$ cat config.mk
export PLATFORM = sky130hd
export DESIGN_NAME = odometer_trip_accumulator
export DESIGN_NICKNAME = d
export VERILOG_FILES = /design/src/hw/rtl/otacc_pkg.sv /design/src/hw/rtl/otacc_fifo.sv /design/src/hw/rtl/otacc_front.sv /design/src/hw/rtl/otacc_back.sv /design/src/hw/rtl/odometer_trip_accumulator.sv
export SDC_FILE = /design/constraint.sdc
export NUM_CORES = 2
export LEC_CHECK = 0
export ABC_CLOCK_PERIOD_IN_PS = 15300
export BUFFER_PORTS_ARGS = -buffer_cell sky130_fd_sc_hd__buf_2
export CAP_MARGIN = 20
export CORE_MARGIN = 2
export CORE_UTILIZATION = 50
export DETAILED_ROUTE_END_ITERATION = 8
export PLACE_DENSITY = 0.66
export SLEW_MARGIN = 10
export SYNTH_ARGS = -nofsm -noshare
export SYNTH_HDL_FRONTEND = slang
export SYNTH_SLANG_ARGS = --single-unit
export TNS_END_PERCENT = 100
$ cat constraint.sdc
create_clock -name i_clk -period 15.3 [get_ports i_clk]
set_input_delay 2.295 -clock i_clk [delete_from_list [all_inputs] [get_ports i_clk]]
set_output_delay 2.295 -clock i_clk [all_outputs]
set_load 0.05 [all_outputs]
$ cat src/hw/rtl/otacc_pkg.sv
// shared types and constants of the odometer trip accumulator
package otacc_pkg;

    localparam int ODO_W  = 24;
    localparam int TRIP_W = 17;
    localparam int SLOT_W = 3;
    localparam int MODE_W = 3;
    localparam int WORD_W = 32;
    localparam int PPK_W  = 16;
    localparam int THR_W  = 34;

    localparam logic [MODE_W-1:0] MODE_IGN_ON  = 3'd1;
    localparam logic [MODE_W-1:0] MODE_INVALID = 3'd7;

    localparam logic [PPK_W-1:0] PPK_RESET = 16'd4096;

    localparam int unsigned DEF_ODO_LIMIT   = 9999999;
    localparam int unsigned DEF_TRIP_LIMIT  = 99999;
    localparam int unsigned DEF_STORE_SLOTS = 5;

    // residue units per km and per 0.1 km (24.8 frequency times ms)
    localparam int unsigned KM_SCALE = 256000;
    localparam int unsigned HM_SCALE = 25600;

    // x / 10 as (x * DIV10_MUL) >> DIV10_SHIFT, exact for 16-bit x
    localparam int unsigned DIV10_MUL   = 52429;
    localparam int unsigned DIV10_SHIFT = 19;

    typedef struct packed {
        logic              ign;
        logic              save;
        logic              rst_a;
        logic              rst_b;
        logic [WORD_W-1:0] pulses;
    } t_cmd;

    typedef struct packed {
        logic [ODO_W-1:0]  odo_km;
        logic [TRIP_W-1:0] trip_a_hm;
        logic [TRIP_W-1:0] trip_b_hm;
        logic              odo_stepped;
        logic [SLOT_W-1:0] store_slot;
        logic              save_all;
    } t_res;

endpackage

$ cat src/hw/rtl/otacc_fifo.sv
// small show-ahead queue used between the parts of the accumulator
module otacc_fifo #(
    parameter int WIDTH = 8,
    parameter int DEPTH = 2
) (
    input  logic             i_clk,
    input  logic             i_rst_n,
    input  logic             i_push,
    input  logic [WIDTH-1:0] i_data,
    output logic             o_full,
    input  logic             i_pop,
    output logic [WIDTH-1:0] o_data,
    output logic             o_empty
);

    localparam int AW = (DEPTH > 1) ? $clog2(DEPTH) : 1;

    logic [WIDTH-1:0] r_mem [DEPTH];
    logic [AW-1:0]    r_wr;
    logic [AW-1:0]    r_rd;
    logic [AW:0]      r_cnt;
    logic             do_push;
    logic             do_pop;

    assign o_full  = (r_cnt == (AW+1)'(DEPTH));
    assign o_empty = (r_cnt == '0);
    assign do_push = i_push && !o_full;
    assign do_pop  = i_pop && !o_empty;
    assign o_data  = r_mem[r_rd];

    always_ff @(posedge i_clk) begin
        if (!i_rst_n) begin
            r_wr  <= '0;
            r_rd  <= '0;
            r_cnt <= '0;
        end else begin
            if (do_push) begin
                r_wr <= (r_wr == AW'(DEPTH-1)) ? '0 : r_wr + 1'b1;
            end
            if (do_pop) begin
                r_rd <= (r_rd == AW'(DEPTH-1)) ? '0 : r_rd + 1'b1;
            end
            if (do_push && !do_pop) begin
                r_cnt <= r_cnt + 1'b1;
            end else if (do_pop && !do_push) begin
                r_cnt <= r_cnt - 1'b1;
            end
        end
    end

    always_ff @(posedge i_clk) begin
        if (do_push) begin
            r_mem[r_wr] <= i_data;
        end
    end

endmodule

$ cat src/hw/rtl/otacc_front.sv
// front part: accepts ticks, tracks power mode and timing, forms pulse commands
module otacc_front (
    input  logic                          i_clk,
    input  logic                          i_rst_n,
    input  logic                          i_push,
    output logic                          o_full,
    input  logic                          i_power_ok,
    input  logic [otacc_pkg::MODE_W-1:0]  i_power_mode,
    input  logic [otacc_pkg::WORD_W-1:0]  i_speed_freq,
    input  logic [otacc_pkg::WORD_W-1:0]  i_time_ms,
    input  logic                          i_reset_trip_a,
    input  logic                          i_reset_trip_b,
    output logic                          o_cmd_valid,
    output otacc_pkg::t_cmd               o_cmd,
    input  logic                          i_cmd_ready
);

    import otacc_pkg::*;

    logic [WORD_W-1:0] r_prev_freq;
    logic [WORD_W-1:0] r_last_ms;
    logic [MODE_W-1:0] r_last_mode;

    logic              r_a_vld;
    logic              r_a_ign;
    logic              r_a_first;
    logic              r_a_save;
    logic              r_a_rst_a;
    logic              r_a_rst_b;
    logic [WORD_W-1:0] r_a_mean;
    logic [WORD_W-1:0] r_a_elapsed;

    logic              r_b_vld;
    t_cmd              r_b_cmd;

    logic              a_ready;
    logic              b_ready;
    logic              accept;
    logic              is_ign;
    logic [WORD_W:0]   freq_sum;
    logic [WORD_W-1:0] prod;

    assign b_ready = !r_b_vld || i_cmd_ready;
    assign a_ready = !r_a_vld || b_ready;
    assign o_full  = !a_ready;
    assign accept  = i_push && a_ready;

    assign is_ign   = i_power_ok && (i_power_mode == MODE_IGN_ON);
    assign freq_sum = {1'b0, i_speed_freq} + {1'b0, r_prev_freq};
    assign prod     = r_a_mean * r_a_elapsed;

    assign o_cmd_valid = r_b_vld;
    assign o_cmd       = r_b_cmd;

    always_ff @(posedge i_clk) begin
        if (!i_rst_n) begin
            r_a_vld     <= 1'b0;
            r_b_vld     <= 1'b0;
            r_prev_freq <= '0;
            r_last_ms   <= '0;
            r_last_mode <= MODE_INVALID;
        end else begin
            if (a_ready) begin
                r_a_vld <= accept;
            end
            if (b_ready) begin
                r_b_vld <= r_a_vld;
            end
            if (accept && i_power_ok) begin
                r_last_mode <= i_power_mode;
            end
            if (accept && is_ign) begin
                r_prev_freq <= i_speed_freq;
                r_last_ms   <= i_time_ms;
            end
        end
    end

    always_ff @(posedge i_clk) begin
        if (accept) begin
            r_a_ign     <= is_ign;
            r_a_first   <= (r_last_mode != MODE_IGN_ON);
            r_a_save    <= i_power_ok && (i_power_mode != r_last_mode)
                           && (i_power_mode != MODE_IGN_ON);
            r_a_rst_a   <= i_reset_trip_a;
            r_a_rst_b   <= i_reset_trip_b;
            r_a_mean    <= freq_sum[WORD_W:1];
            r_a_elapsed <= i_time_ms - r_last_ms;
        end
        if (b_ready && r_a_vld) begin
            r_b_cmd.ign    <= r_a_ign;
            r_b_cmd.save   <= r_a_save;
            r_b_cmd.rst_a  <= r_a_rst_a;
            r_b_cmd.rst_b  <= r_a_rst_b;
            r_b_cmd.pulses <= r_a_first ? '0 : prod;
        end
    end

endmodule

$ cat src/hw/rtl/otacc_back.sv
// back part: applies pulse commands to the odometer, trips and store slot
module otacc_back #(
    parameter int unsigned ODO_LIMIT   = otacc_pkg::DEF_ODO_LIMIT,
    parameter int unsigned TRIP_LIMIT  = otacc_pkg::DEF_TRIP_LIMIT,
    parameter int unsigned STORE_SLOTS = otacc_pkg::DEF_STORE_SLOTS
) (
    input  logic                         i_clk,
    input  logic                         i_rst_n,
    input  logic                         i_cfg_valid,
    output logic                         o_cfg_ready,
    input  logic [otacc_pkg::PPK_W-1:0]  i_cfg_data,
    input  logic                         i_cmd_valid,
    input  otacc_pkg::t_cmd              i_cmd,
    output logic                         o_cmd_pop,
    input  logic                         i_res_ready,
    output logic                         o_res_push,
    output otacc_pkg::t_res              o_res
);

    import otacc_pkg::*;

    typedef struct packed {
        logic [TRIP_W-1:0] value;
        logic [WORD_W-1:0] residue;
    } t_trip;

    localparam logic [THR_W-1:0]  ODO_THR_RST  =
        THR_W'((64'(PPK_RESET) + 64'd1) * 64'(KM_SCALE));
    localparam logic [WORD_W-1:0] ODO_SUB_RST  =
        WORD_W'(64'(PPK_RESET) * 64'(KM_SCALE));
    localparam logic [PPK_W-1:0]  TRIP_T_RST   = PPK_W'(PPK_RESET / 10);
    localparam logic [THR_W-1:0]  TRIP_THR_RST =
        THR_W'((64'(TRIP_T_RST) + 64'd1) * 64'(KM_SCALE));
    localparam logic [WORD_W-1:0] TRIP_SUB_RST =
        WORD_W'(64'(PPK_RESET) * 64'(HM_SCALE));

    function automatic t_trip trip_step(
        input logic [TRIP_W-1:0] value,
        input logic [WORD_W-1:0] residue,
        input logic              clear,
        input logic [WORD_W-1:0] pulses,
        input logic [THR_W-1:0]  thr,
        input logic [WORD_W-1:0] sub
    );
        t_trip             res;
        logic [WORD_W-1:0] sum;
        res.value   = value;
        res.residue = residue;
        sum         = residue + pulses;
        if (clear) begin
            res.value   = '0;
            res.residue = '0;
        end else if (value < TRIP_W'(TRIP_LIMIT)) begin
            if ({{(THR_W-WORD_W){1'b0}}, sum} >= thr) begin
                res.value   = value + 1'b1;
                res.residue = sum - sub;
            end else begin
                res.residue = sum;
            end
        end
        return res;
    endfunction

    logic [PPK_W-1:0]  r_ppk;
    logic [THR_W-1:0]  r_odo_thr;
    logic [WORD_W-1:0] r_odo_sub;
    logic [PPK_W-1:0]  r_trip_t;
    logic [THR_W-1:0]  r_trip_thr;
    logic [WORD_W-1:0] r_trip_sub;

    logic [ODO_W-1:0]  r_odo;
    logic [WORD_W-1:0] r_odo_res;
    logic [TRIP_W-1:0] r_trip_a;
    logic [WORD_W-1:0] r_trip_a_res;
    logic [TRIP_W-1:0] r_trip_b;
    logic [WORD_W-1:0] r_trip_b_res;
    logic [SLOT_W-1:0] r_slot;
    logic              r_pend_a;
    logic              r_pend_b;

    logic [ODO_W-1:0]  n_odo;
    logic [WORD_W-1:0] n_odo_res;
    logic [SLOT_W-1:0] n_slot;
    logic              n_pend_a;
    logic              n_pend_b;
    t_trip             n_trip_a;
    t_trip             n_trip_b;

    logic              step_go;
    logic              pend_a;
    logic              pend_b;
    logic [WORD_W-1:0] odo_sum;
    logic              odo_run;
    logic              odo_hit;
    logic              stepped;

    assign o_cfg_ready = 1'b1;
    assign step_go     = i_cmd_valid && i_res_ready;
    assign o_cmd_pop   = step_go;
    assign o_res_push  = step_go;

    always_ff @(posedge i_clk) begin
        if (!i_rst_n) begin
            r_ppk      <= PPK_RESET;
            r_odo_thr  <= ODO_THR_RST;
            r_odo_sub  <= ODO_SUB_RST;
            r_trip_t   <= TRIP_T_RST;
            r_trip_thr <= TRIP_THR_RST;
            r_trip_sub <= TRIP_SUB_RST;
        end else begin
            if (i_cfg_valid) begin
                r_ppk <= i_cfg_data;
            end
            r_odo_thr  <= (THR_W'(r_ppk) + 1'b1) * THR_W'(KM_SCALE);
            r_odo_sub  <= WORD_W'(r_ppk) * WORD_W'(KM_SCALE);
            r_trip_t   <= PPK_W'((WORD_W'(r_ppk) * WORD_W'(DIV10_MUL)) >> DIV10_SHIFT);
            r_trip_thr <= (THR_W'(r_trip_t) + 1'b1) * THR_W'(KM_SCALE);
            r_trip_sub <= WORD_W'(r_ppk) * WORD_W'(HM_SCALE);
        end
    end

    always_comb begin
        pend_a  = r_pend_a || i_cmd.rst_a;
        pend_b  = r_pend_b || i_cmd.rst_b;
        odo_sum = r_odo_res + i_cmd.pulses;
        odo_run = i_cmd.ign && (r_odo < ODO_W'(ODO_LIMIT));
        odo_hit = ({{(THR_W-WORD_W){1'b0}}, odo_sum} >= r_odo_thr);
        stepped = odo_run && odo_hit;

        n_odo     = r_odo;
        n_odo_res = r_odo_res;
        n_slot    = r_slot;
        if (odo_run) begin
            n_odo_res = odo_hit ? odo_sum - r_odo_sub : odo_sum;
        end
        if (stepped) begin
            n_odo  = r_odo + 1'b1;
            n_slot = (r_slot >= SLOT_W'(STORE_SLOTS - 1)) ? '0 : r_slot + 1'b1;
        end

        n_trip_a.value   = r_trip_a;
        n_trip_a.residue = r_trip_a_res;
        n_trip_b.value   = r_trip_b;
        n_trip_b.residue = r_trip_b_res;
        n_pend_a         = pend_a;
        n_pend_b         = pend_b;
        if (i_cmd.ign) begin
            n_trip_a = trip_step(r_trip_a, r_trip_a_res, pend_a, i_cmd.pulses,
                                 r_trip_thr, r_trip_sub);
            n_trip_b = trip_step(r_trip_b, r_trip_b_res, pend_b, i_cmd.pulses,
                                 r_trip_thr, r_trip_sub);
            n_pend_a = 1'b0;
            n_pend_b = 1'b0;
        end

        o_res.odo_km      = n_odo;
        o_res.trip_a_hm   = n_trip_a.value;
        o_res.trip_b_hm   = n_trip_b.value;
        o_res.odo_stepped = stepped;
        o_res.store_slot  = stepped ? r_slot : '0;
        o_res.save_all    = i_cmd.save;
    end

    always_ff @(posedge i_clk) begin
        if (!i_rst_n) begin
            r_odo        <= '0;
            r_odo_res    <= '0;
            r_trip_a     <= '0;
            r_trip_a_res <= '0;
            r_trip_b     <= '0;
            r_trip_b_res <= '0;
            r_slot       <= '0;
            r_pend_a     <= 1'b0;
            r_pend_b     <= 1'b0;
        end else if (step_go) begin
            r_odo        <= n_odo;
            r_odo_res    <= n_odo_res;
            r_trip_a     <= n_trip_a.value;
            r_trip_a_res <= n_trip_a.residue;
            r_trip_b     <= n_trip_b.value;
            r_trip_b_res <= n_trip_b.residue;
            r_slot       <= n_slot;
            r_pend_a     <= n_pend_a;
            r_pend_b     <= n_pend_b;
        end
    end

endmodule

$ cat src/hw/rtl/odometer_trip_accumulator.sv
// Odometer and trip accumulator, top level. One tick item enters per clock while
// full is low and one result item leaves per clock while pop is high and empty is
// low. A tick passes the two front stages (frequency mean and elapsed time, then
// the 32 x 32 pulse multiply), the two-entry command queue and the back stage that
// updates odometer, trips and store slot together, before its result shows
// (empty low). The two-entry result queue lets the front keep accepting while a
// result waits. Configuration writes are always ready; the derived km and 0.1 km
// thresholds are registered from r_ppk before any later tick reaches them.
module odometer_trip_accumulator #(
    parameter int unsigned ODO_LIMIT   = otacc_pkg::DEF_ODO_LIMIT,
    parameter int unsigned TRIP_LIMIT  = otacc_pkg::DEF_TRIP_LIMIT,
    parameter int unsigned STORE_SLOTS = otacc_pkg::DEF_STORE_SLOTS
) (
    input  logic                          i_clk,
    input  logic                          i_rst_n,
    input  logic                          i_cfg_valid,
    output logic                          o_cfg_ready,
    input  logic [otacc_pkg::PPK_W-1:0]   i_cfg_data,
    input  logic                          push,
    output logic                          full,
    input  logic                          i_power_ok,
    input  logic [otacc_pkg::MODE_W-1:0]  i_power_mode,
    input  logic [otacc_pkg::WORD_W-1:0]  i_speed_freq,
    input  logic [otacc_pkg::WORD_W-1:0]  i_time_ms,
    input  logic                          i_reset_trip_a,
    input  logic                          i_reset_trip_b,
    output logic                          empty,
    input  logic                          pop,
    output logic [otacc_pkg::ODO_W-1:0]   o_odo_km,
    output logic [otacc_pkg::TRIP_W-1:0]  o_trip_a_hm,
    output logic [otacc_pkg::TRIP_W-1:0]  o_trip_b_hm,
    output logic                          o_odo_stepped,
    output logic [otacc_pkg::SLOT_W-1:0]  o_store_slot,
    output logic                          o_save_all
);

    import otacc_pkg::*;

    localparam int QUEUE_DEPTH = 2;

    logic fr_cmd_valid;
    t_cmd fr_cmd;
    logic cq_full;
    logic cq_empty;
    t_cmd cq_cmd;
    logic bk_cmd_pop;
    logic bk_res_push;
    t_res bk_res;
    logic rq_full;
    t_res rq_res;

    otacc_front u_front (
        .i_clk          (i_clk),
        .i_rst_n        (i_rst_n),
        .i_push         (push),
        .o_full         (full),
        .i_power_ok     (i_power_ok),
        .i_power_mode   (i_power_mode),
        .i_speed_freq   (i_speed_freq),
        .i_time_ms      (i_time_ms),
        .i_reset_trip_a (i_reset_trip_a),
        .i_reset_trip_b (i_reset_trip_b),
        .o_cmd_valid    (fr_cmd_valid),
        .o_cmd          (fr_cmd),
        .i_cmd_ready    (!cq_full)
    );

    otacc_fifo #(
        .WIDTH ($bits(t_cmd)),
        .DEPTH (QUEUE_DEPTH)
    ) u_cmd_q (
        .i_clk   (i_clk),
        .i_rst_n (i_rst_n),
        .i_push  (fr_cmd_valid),
        .i_data  (fr_cmd),
        .o_full  (cq_full),
        .i_pop   (bk_cmd_pop),
        .o_data  (cq_cmd),
        .o_empty (cq_empty)
    );

    otacc_back #(
        .ODO_LIMIT   (ODO_LIMIT),
        .TRIP_LIMIT  (TRIP_LIMIT),
        .STORE_SLOTS (STORE_SLOTS)
    ) u_back (
        .i_clk       (i_clk),
        .i_rst_n     (i_rst_n),
        .i_cfg_valid (i_cfg_valid),
        .o_cfg_ready (o_cfg_ready),
        .i_cfg_data  (i_cfg_data),
        .i_cmd_valid (!cq_empty),
        .i_cmd       (cq_cmd),
        .o_cmd_pop   (bk_cmd_pop),
        .i_res_ready (!rq_full),
        .o_res_push  (bk_res_push),
        .o_res       (bk_res)
    );

    otacc_fifo #(
        .WIDTH ($bits(t_res)),
        .DEPTH (QUEUE_DEPTH)
    ) u_res_q (
        .i_clk   (i_clk),
        .i_rst_n (i_rst_n),
        .i_push  (bk_res_push),
        .i_data  (bk_res),
        .o_full  (rq_full),
        .i_pop   (pop),
        .o_data  (rq_res),
        .o_empty (empty)
    );

    assign o_odo_km      = rq_res.odo_km;
    assign o_trip_a_hm   = rq_res.trip_a_hm;
    assign o_trip_b_hm   = rq_res.trip_b_hm;
    assign o_odo_stepped = rq_res.odo_stepped;
    assign o_store_slot  = rq_res.store_slot;
    assign o_save_all    = rq_res.save_all;

endmodule

# == Yosys cells after proc, flatten, opt, wreduce, memory -nomap -nowiden ==
# Memories as Yosys holds them, arrays and structs flattened. A register that Yosys moved wholly into a read port is not among the register bits.
# Cells that the tools add are included.
# totals
in_bits,91
ramBits,198
word_cells,161
reg_bits,505
n_memories,2
out_inout_bits,66
# mem_list
name,words,width,rd,rd_ports_with_merged_regs,wr,line_no,source
u_res_q.r_mem,2,63,1,1,1,otacc_fifo.sv:18,logic [WIDTH-1:0] r_mem [DEPTH];
u_cmd_q.r_mem,2,36,1,1,1,otacc_fifo.sv:18,
# classes
mux,32
reduce_logical,43
n_lt_le_gt_ge,7
mul,6
n_addsub,22
eq_ne,6
# ops
operator,n
two-way mux 49 bit,6
subtractor 32 bit,4
>= comparator 32 x 34 -> 1 bit,3
adder 32 bit,3
two-way mux 32 bit,3
multiplier 34 x 7 -> 23 bit (second input constant),2
adder 16 x 1 -> 17 bit (second input constant),2
adder 17 x 1 -> 17 bit (second input constant),2
less-than comparator 17 bit (second input constant),2
two-way mux 17 bit,2
adder 32 x 32 -> 33 bit,1
multiplier 16 x 16 -> 32 bit (second input constant),1
multiplier 32 x 32 -> 32 bit,1
adder 24 x 1 -> 24 bit (second input constant),1
less-than comparator 24 bit (second input constant),1
two-way mux 24 bit,1
multiplier 16 x 5 -> 21 bit (second input constant),1
multiplier 16 x 7 -> 21 bit (second input constant),1
logical AND 1 bit,18
two-way mux 1 bit,14
logical NOT 1 bit,11
two-way mux 2 bit,4
nonzero test 2 bit,4
two-way mux 3 bit,2
13 further kinds,26

# == Depth between registers and ports, before layout ==
# logic_depth
ltp_word,8
ltp_mapped,29
ltp_nobuf,26

# == Cells and area by module ==
# Synthesis repeated with hierarchy kept, for this count alone.
# unflattened
hier_cells,6955
area_unflattened_um2,65390.2
# modules_own_cells
mod,cells_each,n_inst,area_per_inst_um2,seq_area_each_um2
otacc_back,3938,1,33051.7,5485.3
otacc_front,2656,1,24721.2,4534.3
otacc_fifo at u_res_q,221,1,4777.1,3883.7
otacc_fifo at u_cmd_q,137,1,2829.0,2262.2
odometer_trip_accumulator,3,1,11.3,0.0

# == Worst setup path after synthesis ==
# No wires, ideal clock.
# synth_path
kind,reg2reg
from,register u_front.r_a_elapsed[3]
to,register u_front.r_b_cmd (netlist bit u_front.o_cmd[31]) (data pin)
setup_time_ns,0.266
period_less_slack_ns,7.178
t_required_ns,15.034
setup_slack_ns,8.122
path_stages_with_launch,27
n_path_buf,2
arrival_ns,6.912
cell_sequence,edfxtp_1 > clkbuf_1 > clkbuf_1 > and2_1 > fa_1 > inv_1 > fa_1 > fa_1 > fa_1 > inv_1 > fa_1 > inv_1 > fa_1 > inv_1 > fa_1 > fa_1 > ha_1 > a21o_1 > a21o_1 > a2111oi_0 > o211ai_1 > a31oi_1 > a211oi_1 > a21oi_1 > a21oi_1 > xnor2_1 > nor2_1
# synth_via
elab_chain_cells,1
# synth_rtl
item,line_no,source
start: declaration,otacc_front.sv:31,logic [WORD_W-1:0] r_a_elapsed;
start signal: assignment,otacc_front.sv:88,r_a_elapsed <= i_time_ms - r_last_ms;
multiplier 32 x 32 -> 32 bit,otacc_front.sv:50,assign prod = r_a_mean * r_a_elapsed;
end: declaration,otacc_front.sv:34,t_cmd r_b_cmd;
# Every way passes these cells.
# A chain may end at the register's enable or synchronous reset.

==> results by group <==
Floorplanning
  – Die area: 132,000 um2
  – Number of standard-cell rows in the floorplan: 131
  – Number of top-level design ports: ~160
  – Starting density of the core: 50.5%
  – Floorplan die width: 363 um
  – Overall die height: 363 um
  – Standard cell core area: roughly 130,000 um2

Logic synthesis
  – Post-synthesis async set-or-reset flop share: 0%
  – Cells taking the most area after synthesis: fa_1, edfxtp_1, ha_1
  – Leading cell types by count after synthesis: inv_1, ha_1, fa_1
  – Top FF cell, synth: dfxtp_1
  – Gate count after technology mapping: around 6,800
  – Most numerous cell in the Yosys netlist: inv_1
  – Total of flip-flops plus latches after synthesis: between 600 and 700
  – Post-synth EDFFs: 303
  – Biggest area consumer among synthesized cells: fa_1
  – Syn Nets: around 8,300
  – Average instance area after synthesis: 9.41 um2
  – Fraction of synthesized cell area taken by the top area cell type: 20.7%
  – Number of synthesis warnings: 0
  – Summed instance area of the synthesized netlist: approximately 64,000 um2
  – Seq/Total Area, Yosys: 25.1%
  – Count of unique library cells instantiated by Yosys: between 90 and 100

GRT
  – Aggregate global-route resource usage: 25.5%
  – Initial antenna violation count: 12
  – Wire length of the first global-routing pass: 265 mm
  – Total congestion overflow after global routing: 0
  – Vias in the first global route: 48,800
  – Largest net degree at the start of global routing: 81

STA
  – Final Hold Fails: 0
  – Sum of negative setup slack: 0 ns
  – Final worst-path cycle share: around 58%
  – Slew Limit Headroom: 18.0%
  – Setup repair after global routing missed its margin: false
  – Final period demand of the worst path: 8.90 ns
  – Worst Max-Slew Pin Slew: 1.22 ns
  – Final setup fails: 0
  – Max Slew Vio Count: 0
  – Peak clock frequency supported by timing: ~0.11 GHz
  – Clock skew: 0.0674 ns

Placed design
  – Global placement routability congestion: 0.975
  – DP Wirelength: 131 mm
  – Number of port buffers: 155

Finish
  – Area growth from synthesis to layout: 8.15%
  – Number of filler instances in the final layout: 11,400
  – NumNets Final: 8,372
  – Fraction of final layout cells with drive strength greater than 1: 7.06%
  – Register cell area after layout: approximately 16,000 um2
  – Multi-input logic area: 43,700 um2

Min path
  – Class of the most critical hold timing path: register to register

Routing
  – Count of routing violations after the opening detailed-route iteration: roughly 2,900
  – Residual DRC count: 0
  – Detailed-route wire length per cell: between 15 and 20 um
  – Average via count per standard cell: 5.49
  – Post-DRT Antenna Nets: 0
  – Total vias in the final route: between 40,000 and 50,000
  – Final wirelength: 166 mm
  – Number of detailed-route iterations in the first pass: 6

Clock tree
  – CTS Sinks: 656
  – Setup Buffers After CTS: 0
  – Post-cts repair resize count: 0
  – Hold Buf Count CTS: 0
  – Maximum buffer depth of the clock tree: 3
  – Number of buffers created by CTS: 78
  – H-tree Lvls: 3
  – Buffer type at the clock tree root: clkbuf_16
  – Reg clk slew, reported paths: 0.06 ns
  – Insertion delay of the later-clocked pin in the worst-skew pair: 0.71 ns
  – TritonCTS clock tree: built

Critical path
  – Worst path arrival time: 9.34 ns
  – Startpoint class of the critical path: register
  – Worst path required time: between 15 and 20 ns
  – Crit path max fanout: a little over 40
  – Type of element capturing the critical path: register
  – Category of the critical setup timing path: register to register

Job
  – Number of maximum-capacitance violations: 0

Run status
  – Run status: finished, final reports clean
-- per-layer routing --
metal	vias to the layer above	routed length, um	GRT usage, %
li1	22800	-	-
met1	23200	70500	32.3
met3	355	8280	3.35
met4	0	7090	10.4
met2	1232	79800	44.0
met5	-	0	0
-- critical path, stage by stage, from the launching register on --
cell       delay, ns
dfxtp_2         0.95
mux2_2          0.52
ha_1            0.37
a21oi_1         0.31
o22ai_1         0.12
a211oi_1        0.31
a21oi_1         0.21
o31ai_1         0.67
o311a_1         0.34
o21bai_1        0.08
a21o_1          0.18
xor2_1          0.18
ha_1            0.32
nand4_1         0.09
nor2_1          0.25
nand4_1         0.39
a2111oi_0       0.48
o311ai_1        0.18
nor4_1          1.00
nor3_2          0.26
or4_1           0.83
nor2_1          0.32
nand2_1         0.10
xnor2_1         0.15
-- sequential cells by signal, indices dropped and copies added (netlist names), 13 cells and up, named ones only --
signal               cells
u_back.r_trip_sub       21
u_back.r_trip_b_res     32
u_back.r_trip_b         17
u_back.r_ppk            16
u_front.o_cmd           36
u_front.r_a_elapsed     32
u_back.r_trip_t         13
u_back.r_odo_thr        23
u_cmd_q.r_mem           72
u_back.r_odo_res        32
u_front.r_a_mean        32
u_back.r_trip_a_res     32
u_res_q.r_mem          126
u_back.r_odo            24
u_front.r_last_ms       32
u_back.r_trip_a         17
u_back.r_odo_sub        19
u_back.r_trip_thr       23
u_front.r_prev_freq     32
-- path summary, 6_finish.rpt --
check / startpoint / end / slack (ns) / cells after the start
setup / recovery: register / u_res_q.r_mem[0][57] / 6.40 / 23
hold reg to reg: u_front.o_cmd[31] / u_cmd_q.r_mem[0][31] / 0.42 / 0
hold / removal: u_front.o_cmd[31] / u_cmd_q.r_mem[0][31] / 0.42 / 0
setup reg to reg: register / u_res_q.r_mem[0][57] / 6.40 / 23
-- area by class of cell --
class	count	area share [%]
sequential	656	23.2
clock buffer	106	3.14
tap	1662	2.98
timing repair buffer	206	1.67
multi-input combinational	4955	62.7
antenna	7	0.0251
clock inverter	40	0.788
inverter	1022	5.52
-- metrics by stage --
stage	worst slack [ns]	cell area (um2)	std cells	hold WS (ns)	util, %
floorplan	8.12	64400	6848	0.400	-
CTS	6.61	69700	8647	0.413	54.6
global route	6.15	69700	8653	0.427	54.6
global placement	6.72	66900	8500	0.403	52.4
detailed placement	6.61	66900	8501	0.430	52.4
finish	6.40	69700	8654	0.420	54.6
-- cell usage in the layout, fill, tap and decap left out, types with 11 or more instances in the layout --
master,n
clkbuf_1,16
o21bai_1,33
nand3_1,87
xnor2_1,291
clkbuf_16,79
a21o_1,102
dfxtp_1,351
or4_1,15
ha_1,697
inv_1,1021
nor2_1,443
or2_2,12
a41oi_1,13
a22oi_1,43
o21a_1,56
nor2b_1,49
nor3_1,71
xor2_1,173
o21ai_0,209
mux2i_1,35
nor4_1,25
buf_4,51
edfxtp_1,303
o31ai_1,25
buf_2,154
or3_1,32
fa_1,665
clkbuf_8,11
o211ai_1,22
mux2_2,101
nand2_1,661
nand2b_1,57
a211o_1,11
and2_1,316
and3_1,42
nand4_1,38
a31oi_1,36
a21oi_1,372
a211oi_1,49
-- cells by family (layout without fill, tap and decap cells) --
| kind of cell | Yosys count | after routing | synth area share [%] |
|---|---|---|---|
| other cells | 1 | 8 | 0.00582 |
| xor+xnor | 465 | 465 | 6.33 |
| flops | 656 | 656 | 25.1 |
| simple gates | 1896 | 1896 | 14.0 |
| fa+ha+maj | 1362 | 1362 | 34.2 |
| mux | 136 | 136 | 2.31 |
| buf+inv | 1237 | 1374 | 7.24 |
| compound gates | 1095 | 1095 | 10.8 |
Power is not shown: default switching activity piles up to over one toggle a cycle in this logic, so the estimate is an artifact.
